`src/sv/ledsr_pkg.sv`:
```
// Shared constants, codes and types for the LED driver serial refresh core.
package ledsr_pkg;

    // Buffer geometry
    localparam int          DIGITS     = 16;
    localparam int          ADDR_W     = 4;
    localparam int          CNT_W      = 5;
    localparam logic [CNT_W-1:0] DIGITS_CNT = CNT_W'(DIGITS);

    // Command bytes
    localparam logic [7:0]  CMD_DATA   = 8'h40;
    localparam logic [7:0]  CMD_ADDR   = 8'hC0;
    localparam logic [7:0]  CTRL_RESET = 8'h88;

    // Item selector codes
    localparam logic [1:0]  FUNC_TICK    = 2'd0;
    localparam logic [1:0]  FUNC_WRITE   = 2'd1;
    localparam logic [1:0]  FUNC_REFRESH = 2'd2;

    // Phase kinds of the waveform sequencer
    localparam logic [1:0]  KIND_IDLE  = 2'd0;
    localparam logic [1:0]  KIND_START = 2'd1;
    localparam logic [1:0]  KIND_BYTE  = 2'd2;
    localparam logic [1:0]  KIND_STOP  = 2'd3;

    // Transaction numbers within a frame
    localparam logic [1:0]  TX_DATA = 2'd0;
    localparam logic [1:0]  TX_ADDR = 2'd1;
    localparam logic [1:0]  TX_CTRL = 2'd2;

    // Buffer write request from the sequencer
    typedef struct packed {
        logic              en;
        logic [ADDR_W-1:0] addr;
        logic [7:0]        data;
    } buf_wr_t;

endpackage

```
`src/sv/led_driver_serial_refresh_core.sv`:
```
// Top level: two-wire LED driver refresh sequencer with stream in/out channels.
// One item is taken per clock cycle and its result appears on the master side
// the next cycle; the only stall is back-pressure from m_tready. Each tick
// (func 0) advances the SCL/SDA waveform by one phase: start is 3 ticks, each
// byte 17 ticks (two per bit plus one trailing phase), stop 3 ticks, so a full
// frame with 16 digits takes 3*6 + 19*17 = 341 ticks. A refresh request (func 2)
// arms a frame when idle; buffer writes (func 1) are stored at once. The 16-byte
// display buffer sits in a registered-read memory that is read ahead at the
// next byte position; valid bits cleared at reset make it read as zero, so no
// clearing pass is needed and items are taken right after reset.
module led_driver_serial_refresh_core (
    input  logic        aclk,
    input  logic        aresetn,
    // input item channel
    input  logic        s_tvalid,
    output logic        s_tready,
    input  logic [15:0] s_tdata,   // [3:0] digit_index, [11:4] digit_data, [15:12] zero
    input  logic [1:0]  s_tuser,   // [1:0] func
    // result channel
    output logic        m_tvalid,
    input  logic        m_tready,
    output logic [7:0]  m_tdata,   // [0] scl, [1] sda, [2] busy_res, [7:3] zero
    output logic        m_tlast,   // frame_done
    // display control register write
    input  logic        cfg_valid,
    output logic        cfg_ready,
    input  logic [7:0]  cfg_data
);

    logic                          s_fire;
    logic [1:0]                    func;
    logic [ledsr_pkg::ADDR_W-1:0]  digit_index;
    logic [7:0]                    digit_data;

    logic [7:0]                    ctrl_reg;
    logic [1:0]                    kind_reg,    kind_next;
    logic [1:0]                    step_reg,    step_next;
    logic [3:0]                    bit_cnt_reg, bit_cnt_next;
    logic [1:0]                    tx_idx_reg,  tx_idx_next;
    logic [ledsr_pkg::CNT_W-1:0]   byte_cnt_reg, byte_cnt_next;
    logic [7:0]                    shift_reg,   shift_next;
    logic                          scl_reg,     scl_next;
    logic                          sda_reg,     sda_next;
    logic                          done;

    logic                          m_valid_reg;
    logic [2:0]                    m_data_reg;
    logic                          m_last_reg;

    ledsr_pkg::buf_wr_t            buf_wr;
    logic [7:0]                    buf_rd_data;

    assign func        = s_tuser;
    assign digit_index = s_tdata[3:0];
    assign digit_data  = s_tdata[11:4];

    assign s_tready  = aresetn && (!m_valid_reg || m_tready);
    assign s_fire    = s_tvalid && s_tready;
    assign cfg_ready = aresetn;

    // read ahead at the byte position the sequencer holds next cycle
    ledsr_dispbuf u_dispbuf (
        .aclk    (aclk),
        .aresetn (aresetn),
        .wr      (buf_wr),
        .rd_addr (byte_cnt_next[ledsr_pkg::ADDR_W-1:0]),
        .rd_data (buf_rd_data)
    );

    always_comb begin
        kind_next     = kind_reg;
        step_next     = step_reg;
        bit_cnt_next  = bit_cnt_reg;
        tx_idx_next   = tx_idx_reg;
        byte_cnt_next = byte_cnt_reg;
        shift_next    = shift_reg;
        scl_next      = scl_reg;
        sda_next      = sda_reg;
        done          = 1'b0;
        buf_wr.en     = 1'b0;
        buf_wr.addr   = digit_index;
        buf_wr.data   = digit_data;

        if (s_fire) begin
            case (func)
                ledsr_pkg::FUNC_TICK: begin
                    unique case (kind_reg)
                        ledsr_pkg::KIND_START: begin
                            if (step_reg == 2'd0) begin
                                scl_next  = 1'b1;
                                sda_next  = 1'b1;
                                step_next = 2'd1;
                            end else if (step_reg == 2'd1) begin
                                sda_next  = 1'b0;
                                step_next = 2'd2;
                            end else begin
                                scl_next      = 1'b0;
                                kind_next     = ledsr_pkg::KIND_BYTE;
                                step_next     = 2'd0;
                                bit_cnt_next  = 4'd0;
                                byte_cnt_next = '0;
                                if (tx_idx_reg == ledsr_pkg::TX_DATA) begin
                                    shift_next = ledsr_pkg::CMD_DATA;
                                end else if (tx_idx_reg == ledsr_pkg::TX_ADDR) begin
                                    shift_next = ledsr_pkg::CMD_ADDR;
                                end else begin
                                    shift_next = ctrl_reg;
                                end
                            end
                        end
                        ledsr_pkg::KIND_BYTE: begin
                            if (bit_cnt_reg < 4'd8) begin
                                if (step_reg == 2'd0) begin
                                    sda_next  = shift_reg[0];
                                    scl_next  = 1'b1;
                                    step_next = 2'd1;
                                end else begin
                                    scl_next     = 1'b0;
                                    shift_next   = {1'b0, shift_reg[7:1]};
                                    bit_cnt_next = bit_cnt_reg + 4'd1;
                                    step_next    = 2'd0;
                                end
                            end else if (tx_idx_reg == ledsr_pkg::TX_ADDR
                                         && byte_cnt_reg < ledsr_pkg::DIGITS_CNT) begin
                                // load the next digit from the prefetched buffer word
                                shift_next    = buf_rd_data;
                                byte_cnt_next = byte_cnt_reg + 1'b1;
                                bit_cnt_next  = 4'd0;
                                step_next     = 2'd0;
                            end else begin
                                kind_next = ledsr_pkg::KIND_STOP;
                                step_next = 2'd0;
                            end
                        end
                        ledsr_pkg::KIND_STOP: begin
                            if (step_reg == 2'd0) begin
                                sda_next  = 1'b0;
                                scl_next  = 1'b1;
                                step_next = 2'd1;
                            end else if (step_reg == 2'd1) begin
                                sda_next  = 1'b1;
                                step_next = 2'd2;
                            end else begin
                                scl_next  = 1'b0;
                                step_next = 2'd0;
                                if (tx_idx_reg < ledsr_pkg::TX_CTRL) begin
                                    tx_idx_next = tx_idx_reg + 2'd1;
                                    kind_next   = ledsr_pkg::KIND_START;
                                end else begin
                                    tx_idx_next = ledsr_pkg::TX_DATA;
                                    kind_next   = ledsr_pkg::KIND_IDLE;
                                    done        = 1'b1;
                                end
                            end
                        end
                        default: begin
                        end
                    endcase
                end
                ledsr_pkg::FUNC_WRITE: begin
                    buf_wr.en = ({1'b0, digit_index} < ledsr_pkg::DIGITS_CNT);
                end
                ledsr_pkg::FUNC_REFRESH: begin
                    if (kind_reg == ledsr_pkg::KIND_IDLE) begin
                        kind_next     = ledsr_pkg::KIND_START;
                        step_next     = 2'd0;
                        bit_cnt_next  = 4'd0;
                        tx_idx_next   = ledsr_pkg::TX_DATA;
                        byte_cnt_next = '0;
                    end
                end
                default: begin
                end
            endcase
        end
    end

    always_ff @(posedge aclk) begin
        if (!aresetn) begin
            ctrl_reg     <= ledsr_pkg::CTRL_RESET;
            kind_reg     <= ledsr_pkg::KIND_IDLE;
            step_reg     <= 2'd0;
            bit_cnt_reg  <= 4'd0;
            tx_idx_reg   <= ledsr_pkg::TX_DATA;
            byte_cnt_reg <= '0;
            shift_reg    <= 8'h00;
            scl_reg      <= 1'b1;
            sda_reg      <= 1'b1;
            m_valid_reg  <= 1'b0;
        end else begin
            if (cfg_valid && cfg_ready) begin
                ctrl_reg <= cfg_data;
            end
            kind_reg     <= kind_next;
            step_reg     <= step_next;
            bit_cnt_reg  <= bit_cnt_next;
            tx_idx_reg   <= tx_idx_next;
            byte_cnt_reg <= byte_cnt_next;
            shift_reg    <= shift_next;
            scl_reg      <= scl_next;
            sda_reg      <= sda_next;
            if (s_fire) begin
                m_valid_reg <= 1'b1;
            end else if (m_tready) begin
                m_valid_reg <= 1'b0;
            end
        end
    end

    // result payload
    always_ff @(posedge aclk) begin
        if (s_fire) begin
            m_data_reg <= {kind_next != ledsr_pkg::KIND_IDLE, sda_next, scl_next};
            m_last_reg <= done;
        end
    end

    assign m_tvalid = m_valid_reg;
    assign m_tdata  = {5'b00000, m_data_reg};
    assign m_tlast  = m_last_reg;

    // the frame-complete flag never comes with busy set
    assert property (@(posedge aclk) disable iff (!aresetn)
        m_tvalid && m_tlast |-> !m_tdata[2])
        else $error("frame_done reported while busy");

    // an idle sequencer is always back at the first transaction
    assert property (@(posedge aclk) disable iff (!aresetn)
        kind_reg == ledsr_pkg::KIND_IDLE |-> tx_idx_reg == ledsr_pkg::TX_DATA)
        else $error("idle with a transaction pending");

    // phase step never reaches its unused code
    assert property (@(posedge aclk) disable iff (!aresetn)
        step_reg != 2'd3)
        else $error("phase step out of range");

    // bit counter stays within one byte plus the trailing phase
    assert property (@(posedge aclk) disable iff (!aresetn)
        kind_reg == ledsr_pkg::KIND_BYTE |-> bit_cnt_reg <= 4'd8)
        else $error("bit counter overrun");

    // an accepted transaction always yields a result the next cycle
    assert property (@(posedge aclk) disable iff (!aresetn)
        s_fire |=> m_valid_reg)
        else $error("result lost");

endmodule

```
`src/sv/ledsr_dispbuf.sv`:
```
// Display buffer memory with valid bits and same-cycle write forwarding.
module ledsr_dispbuf (
    input  logic                        aclk,
    input  logic                        aresetn,
    input  ledsr_pkg::buf_wr_t          wr,
    input  logic [ledsr_pkg::ADDR_W-1:0] rd_addr,
    output logic [7:0]                  rd_data
);

    logic [7:0]            mem [ledsr_pkg::DIGITS];
    logic [ledsr_pkg::DIGITS-1:0] valid_reg;
    logic [7:0]            mem_q_reg;
    logic                  valid_q_reg;
    logic                  fwd_sel_reg;
    logic [7:0]            fwd_data_reg;

    always_ff @(posedge aclk) begin
        if (wr.en) begin
            mem[wr.addr] <= wr.data;
        end
        mem_q_reg    <= mem[rd_addr];
        fwd_data_reg <= wr.data;
    end

    always_ff @(posedge aclk) begin
        if (!aresetn) begin
            valid_reg   <= '0;
            valid_q_reg <= 1'b0;
            fwd_sel_reg <= 1'b0;
        end else begin
            if (wr.en) begin
                valid_reg[wr.addr] <= 1'b1;
            end
            valid_q_reg <= valid_reg[rd_addr];
            // bypass a write that lands on the entry being read
            fwd_sel_reg <= wr.en && (wr.addr == rd_addr);
        end
    end

    // unwritten entries read as the cleared value
    assign rd_data = fwd_sel_reg ? fwd_data_reg : (valid_q_reg ? mem_q_reg : 8'h00);

endmodule

```
`config.mk`:
```
export PLATFORM = sky130hd
export DESIGN_NAME = led_driver_serial_refresh_core
export DESIGN_NICKNAME = d
export VERILOG_FILES = /design/src/sv/ledsr_pkg.sv /design/src/sv/led_driver_serial_refresh_core.sv /design/src/sv/ledsr_dispbuf.sv
export SDC_FILE = /design/constraint.sdc
export NUM_CORES = 1
export LEC_CHECK = 0
export BUFFER_PORTS_ARGS = -buffer_cell sky130_fd_sc_hd__buf_2
export CORE_MARGIN = 2
export CORE_UTILIZATION = 52
export CTS_BUF_LIST = sky130_fd_sc_hd__clkbuf_4
export CTS_CLUSTER_DIAMETER = 150
export DETAILED_ROUTE_END_ITERATION = 16
export PLACE_DENSITY_LB_ADDON = 0.05
export SYNTH_ARGS = -nofsm -noshare
export SYNTH_HDL_FRONTEND = slang
export SYNTH_SLANG_ARGS = --single-unit
```
`constraint.sdc`:
```
create_clock -name aclk -period 3.16 [get_ports aclk]
set_clock_uncertainty 0.1 [all_clocks]
set_input_delay 0.158 -clock aclk [delete_from_list [all_inputs] [get_ports aclk]]
set_output_delay 0.158 -clock aclk [all_outputs]
set_load 0.005 [all_outputs]
```
==> flow_summary_export.csv, run 1 <==
group,metric,value,unit
routing,viasPerCell,5.43,
worst_setup_path,criticalPathCategory,"register to register",
routing,wirelength,17.3,mm
routing,ant_nets,0,
worst_setup_path,reg2reg_to,"u_dispbuf.valid_q_reg",
worst_setup_path,start_kind,"register",
synthesis,synth.avg_cell_area,13.1,sq um
routing,dr.pass1.iters,7,
final_layout,nNetsFinal,772,
die,fp.dieH,132,um
clock_network,clk_latency,0.57,ns
timing,setup_tns,0,ns
clock_network,cts_tree,"built",
worst_setup_path,r2r_start,"kind_reg[0]",
clock_network,cts.sinks,200,
place,place_ws,0.107,ns
synthesis,yosysWarningCount,0,
timing,slew_violations,0,
synthesis,synth_cell_type_count,55,
timing,setup_viol,0,
timing,hold_violations,0,
die,rows,46,
global_route,grt_max_degree,47,
timing,finalCriticalPeriod,2.95,ns
worst_setup_path,endpoint,"u_dispbuf.valid_q_reg",
worst_setup_path,required,3.53,ns
die,dieArea,0.0173,sq mm
synthesis,seq_area_frac_synth,62.9,%
min_path,min_path_type,"input port to register",
timing,min_period_over_period,93.3,%
place,place_congestion,0.880,
power_and_ir_drop,p_total,4.27,mW
final_layout,fill_cells,1268,
global_route,grt_first_pass_wirelength,27.5,mm
power_and_ir_drop,p_per_area,444,mW/mm^2
timing,fmax,339,MHz
final_layout,mostFrequentLayoutCell,"mux2i_1",
final_layout,seq_area,0.00533,sq mm
die,io_pins,43,
timing,rsz0062_at_grt,"no",
final_layout,syn2layout_area_growth,13.7,%
synthesis,ys_ff_latch,200,
final_layout,utilization,60.6,%
place,dpl.cell_count,893,
global_route,grt-ovfl-total,0,
run_status,status,"finished clean",
routing,routedWlPerCell,17.9,um
global_route,track_usage,20.6,%
routing,first_iter_violations,412,
clock_network,htreeDepth,4,
final_layout,drive_above_1_share,14.6,%
flow_run,maxCapViolations,0,
worst_setup_path,r2r_slack,0.21,ns
synthesis,async_reset_ff_share,0,%
die,core,0.0159,sq mm
final_layout,layout_common_cells,"143 x mux2i_1, 132 x edfxtp_1, 76 x nor2_1, 68 x dfxtp_1, 36 x dlygate4sd3_1",
synthesis,synthFlopType,"edfxtp_1",
die,start_util,53.3,%
clock_network,numCtsBuffers,17,
final_layout,stdcell_count,965,
final_layout,multiInputGateArea,0.00291,sq mm
global_route,antenna_found_initial,1,
power_and_ir_drop,ir_drop,0.415,mV
synthesis,syn_inst,648,
clock_network,clk_path_buf_depth,2,
routing,drc,0,
clock_network,cts.clk_slew.worst_paths,0.15,ns
place,dpl.hpwl,11.3,mm
place,place.port_buffers,33,
clock_network,root_buffer,"clkbuf_4",
timing,slew_headroom,46.9,%
worst_setup_path,endpoint_kind,"register",
routing,vias,5243,
timing,setup_slack,0.211,ns
worst_setup_path,crit_fanout,29,
worst_setup_path,crit_arrival,3.32,ns
worst_setup_path,r2r_cells,11,
final_layout,largest_reg_flops,128,
global_route,grt_pass1_vias,5137,
timing,tightestPinTransition,0.795,ns
die,die_width,132,um
power_and_ir_drop,p_leak,3.93,nW
synthesis,synth_edf_count,132,
worst_setup_path,crit_start,"kind_reg[0]",
synthesis,syn-cell-area,0.00847,sq mm
-- layer usage --
metal	share of wire, %	track usage (%)	wire [um]
met5	0	0	0
met1	45	26.2	7720
met4	1.5	5.56	268
met2	50	35.6	8670
met3	3.7	4.55	645
-- final cells by class --
class	instances	share of cell area [%]
flip-flops and latches	200	55.3
multi-input cells	404	30.2
repair buffers	102	8.42
well taps	216	2.81
clock inverters	14	1.43
clock buffers	18	1.40
inverters	9	0.351
diodes	2	0.0520
-- worst max-delay path: stages, from the launching register on --
cell and delay, ns:
dfxtp_1 0.37, inv_1 0.14, ha_2 0.25, nand2b_1 0.12
nand4_1 0.21, a222oi_1 0.40, buf_4 0.21, buf_12 0.23
mux2i_1 0.21, mux2i_1 0.09, mux2_2 0.29, a22o_1 0.23
-- worst min path at each step --
stage | startpoint | depth (start not counted) | slack [ns] | to
final | s_tuser[1] | 5 | 0.07 | kind_reg[0]
after global placement | cfg_data[7] | 3 | 0.28 | ctrl_reg[7]
after floorplan | s_tdata[4] | 0 | 0.09 | u_dispbuf.fwd_data_reg[0]
after global routing | s_tuser[1] | 4 | 0.09 | kind_reg[1]
after CTS | s_tuser[1] | 5 | 0.009 | kind_reg[0]
after detailed placement | cfg_data[7] | 3 | 0.28 | ctrl_reg[7]
-- through the flow --
step,cell area (sq um),hold WS (ns)
CTS,9600,0.00911
detailed placement,8960,0.280
finish,9620,0.0688
global route,9620,0.0911
floorplan,8480,0.0857
global placement,8960,0.278
-- where the power goes --
group | switching (mW) | leakage [nW] | total [mW] | internal [mW]
clock network | 0.876 | 0.145 | 1.29 | 0.418
registers | 0.00884 | 1.74 | 2.81 | 2.80
logic | 0.0947 | 2.05 | 0.168 | 0.0734
-- cells in the mapped netlist, types with 3 or more instances --
cell / number / area [sq um]
mux2i_1: 143 / 1430
edfxtp_1: 132 / 3960
nor2_1: 76 / 285
dfxtp_1: 68 / 1360
nand2_1: 28 / 105
buf_4: 17 / 128
o21ai_0: 17 / 85.1
clkbuf_1: 16 / 60.1
a21oi_1: 14 / 70.1
o211ai_1: 14 / 105
nand3_1: 9 / 45.0
nor3_1: 9 / 45.0
a22oi_1: 7 / 52.6
ha_1: 7 / 87.6
inv_1: 7 / 26.3
nand2b_1: 7 / 43.8
and2_1: 6 / 37.5
nor2b_1: 6 / 37.5
buf_2: 4 / 20.0
or2_2: 4 / 25.0
nand4_1: 3 / 18.8
o21bai_1: 3 / 22.5
o22ai_1: 3 / 18.8
or3_1: 3 / 18.8
-- timing repair --
action                                  4_1_cts  5_1_grt
endpoints found under the setup margin        0        7
hold endpoints to repair                    158        0
setup buffers                                 0        2
hold buffers                                 36        0
gates resized for setup                       0        2
-- logic make-up (layout without fill, tap and decap cells) --
| kind of cell | Yosys count | count (layout) | synth area share (%) |
|---|---|---|---|
| XOR/XNOR | 4 | 4 | 0.414 |
| multiplexers | 144 | 144 | 17.0 |
| buffers and inverters | 48 | 143 | 3.16 |
| AND/OR/NAND/NOR | 168 | 168 | 9.44 |
| other | 1 | 7 | 0.0443 |
| AO/OA/AOI/OAI | 76 | 76 | 5.96 |
| adder cells (fa/ha/maj) | 7 | 7 | 1.03 |
| flip-flops | 200 | 200 | 62.9 |
Power figures use the tool's default switching activity.
==> run 2: changes to the inputs <==
TNS_END_PERCENT = 100   (was not set)
clock period = 2.45 ns   (was 3.16 ns; I/O delays follow)
==> run 2 against run 1 <==
Routed wire length is 6.8% higher. The flow now finishes with violations (negative setup slack). First-iteration DRC count decreased by 15%. Combinational power up 38%. Critical path depth stayed put. Sequential share of layout area decreased by 2.2 points. Worst setup slack got worse by 0.31 ns. Final cell count up 3.2%. Cell area rose by 4.2%. Non-clock buffer count up 34. Register-to-register slack worse by 0.31 ns.
==> flow_summary_export.csv, run 2 (same netlist as run 1, synthesis figures left out) <==
group,metric,value,unit
timing,finalCriticalPeriod,2.55,ns
global_route,antenna_found_initial,0,
routing,drc,0,
die,io_pins,43,
final_layout,layout_common_cells,"140 x mux2i_1, 132 x edfxtp_1, 75 x nor2_1, 66 x dfxtp_1, 54 x buf_4",
worst_setup_path,crit_arrival,2.92,ns
global_route,grt_first_pass_wirelength,29.2,mm
flow_run,maxCapViolations,0,
power_and_ir_drop,ir_drop,0.663,mV
worst_setup_path,criticalPathCategory,"register to register",
clock_network,clk_path_buf_depth,2,
routing,wirelength,18.5,mm
final_layout,largest_reg_flops,128,
global_route,grt-ovfl-total,0,
die,dieArea,0.0173,sq mm
routing,dr.pass1.iters,6,
die,rows,46,
timing,setup_tns,-0.441,ns
timing,setup_viol,9,
routing,routedWlPerCell,18.6,um
final_layout,fill_cells,1240,
timing,slew_violations,0,
clock_network,cts.clk_slew.worst_paths,0.15,ns
place,place.port_buffers,33,
place,place_ws,-0.221,ns
run_status,status,"finished with violations",
die,core,0.0159,sq mm
clock_network,htreeDepth,4,
timing,rsz0062_at_grt,"yes",
min_path,worstHoldPathCells,4,
routing,vias,5454,
worst_setup_path,max_stage_delay,0.38,ns
clock_network,cts_tree,"built",
worst_setup_path,required,2.82,ns
routing,viasPerCell,5.48,
place,dpl.cell_count,922,
min_path,min_path_type,"input port to register",
global_route,grt_pass1_vias,5473,
timing,fmax,393,MHz
clock_network,numCtsBuffers,17,
place,place_congestion,0.871,
power_and_ir_drop,p_per_area,547,mW/mm^2
final_layout,nNetsFinal,806,
worst_setup_path,critPathSlowestCell,"dfxtp_2",
global_route,track_usage,21.9,%
power_and_ir_drop,p_leak,4.14,nW
clock_network,clk_latency,0.58,ns
final_layout,stdcell_count,996,
timing,tightestPinTransition,0.623,ns
worst_setup_path,crit_fanout,13,
die,die_width,132,um
clock_network,root_buffer,"clkbuf_4",
timing,setup_slack,-0.0950,ns
routing,ant_nets,0,
global_route,grt_max_degree,35,
power_and_ir_drop,p_total,5.48,mW
timing,hold_violations,0,
place,dpl.hpwl,12.2,mm
final_layout,drive_above_1_share,20.4,%
final_layout,antenna_cells,0,
die,fp.dieH,132,um
die,start_util,53.3,%
worst_setup_path,crit_path_cell_trace,"inv_2 -> ha_4 -> and4_1 -> a222oi_1 -> buf_4 -> buf_12 -> buf_12 -> mux2i_1 -> mux2i_1 -> mux2i_1 -> mux2i_1",
final_layout,mostFrequentLayoutCell,"mux2i_1",
timing,min_period_over_period,104,%
worst_setup_path,endpoint_kind,"register",
timing,slew_headroom,58.4,%
final_layout,syn2layout_area_growth,18.5,%
routing,first_iter_violations,349,
worst_setup_path,cpMostUsedCell,"mux2i_1",
clock_network,cts.sinks,200,
run_status,violations,"negative setup slack",
worst_setup_path,start_kind,"register",
worst_setup_path,r2r_cells,11,
==> run 2: worst max-delay path: cells and delay by family, from the launching register on <==
family                   cells  cell delay [ns]
AND/OR/NAND/NOR              1             0.18
flip-flops                   1             0.38
AO/OA/AOI/OAI                1             0.27
adder cells (fa/ha/maj)      1             0.25
multiplexers                 4             0.71
buffers and inverters        4             0.54
==> run 2: worst paths after layout <==
path                        endpoint  slack, ns               startpoint
max           u_dispbuf.mem_q_reg[1]       -0.1              kind_reg[1]
min reg2reg  u_dispbuf.valid_reg[13]       0.39  u_dispbuf.valid_reg[13]
max reg2reg   u_dispbuf.mem_q_reg[1]       -0.1              kind_reg[1]
min                      kind_reg[0]       0.07               s_tuser[1]
==> run 2: area by class of cell <==
class	count	area, sq um	area share (%)
Sequential cell	200	5330	53.1
Multi-Input combinational cell	404	2970	29.6
Timing Repair Buffer	136	1180	11.7
Tap cell	216	270	2.69
Clock buffer	18	135	1.35
Clock inverter	13	119	1.18
Inverter	9	33.8	0.337
==> run 2: where the power goes <==
part | switching [mW] | internal (mW) | leakage (nW)
logic | 0.125 | 0.106 | 2.26
registers | 0.0117 | 3.61 | 1.74
clock network | 1.11 | 0.523 | 0.140
total | 1.24 | 4.24 | 4.14
==> run 2: timing repair <==
item	4_1_cts	5_1_grt
gates resized for setup	21	5
setup buffers	2	1
gates cloned	2	1
pin swaps	2	0
setup endpoints to repair	10	13
hold endpoints to repair	169	0
hold buffers	37	0
==> run 2: through the flow <==
stage	hold WS, ns	util (%)	area (sq um)
after floorplan	0.0502	-	8500
after global placement	0.238	58.1	9240
after detailed placement	0.251	58.1	9240
after CTS	0.0134	62.8	9980
after global routing	0.0582	63.1	10000
final	0.0726	63.1	10000
==> run 2: per-layer routing <==
| layer | part of all wire, % | up-vias | GRT usage (%) |
|---|---|---|---|
| li1 | - | 2613 | - |
| met1 | 45 | 2701 | 28.2 |
| met2 | 50 | 122 | 37.5 |
| met3 | 3.5 | 18 | 4.78 |
| met4 | 1.4 | 0 | 5.86 |
| met5 | 0 | - | 0 |
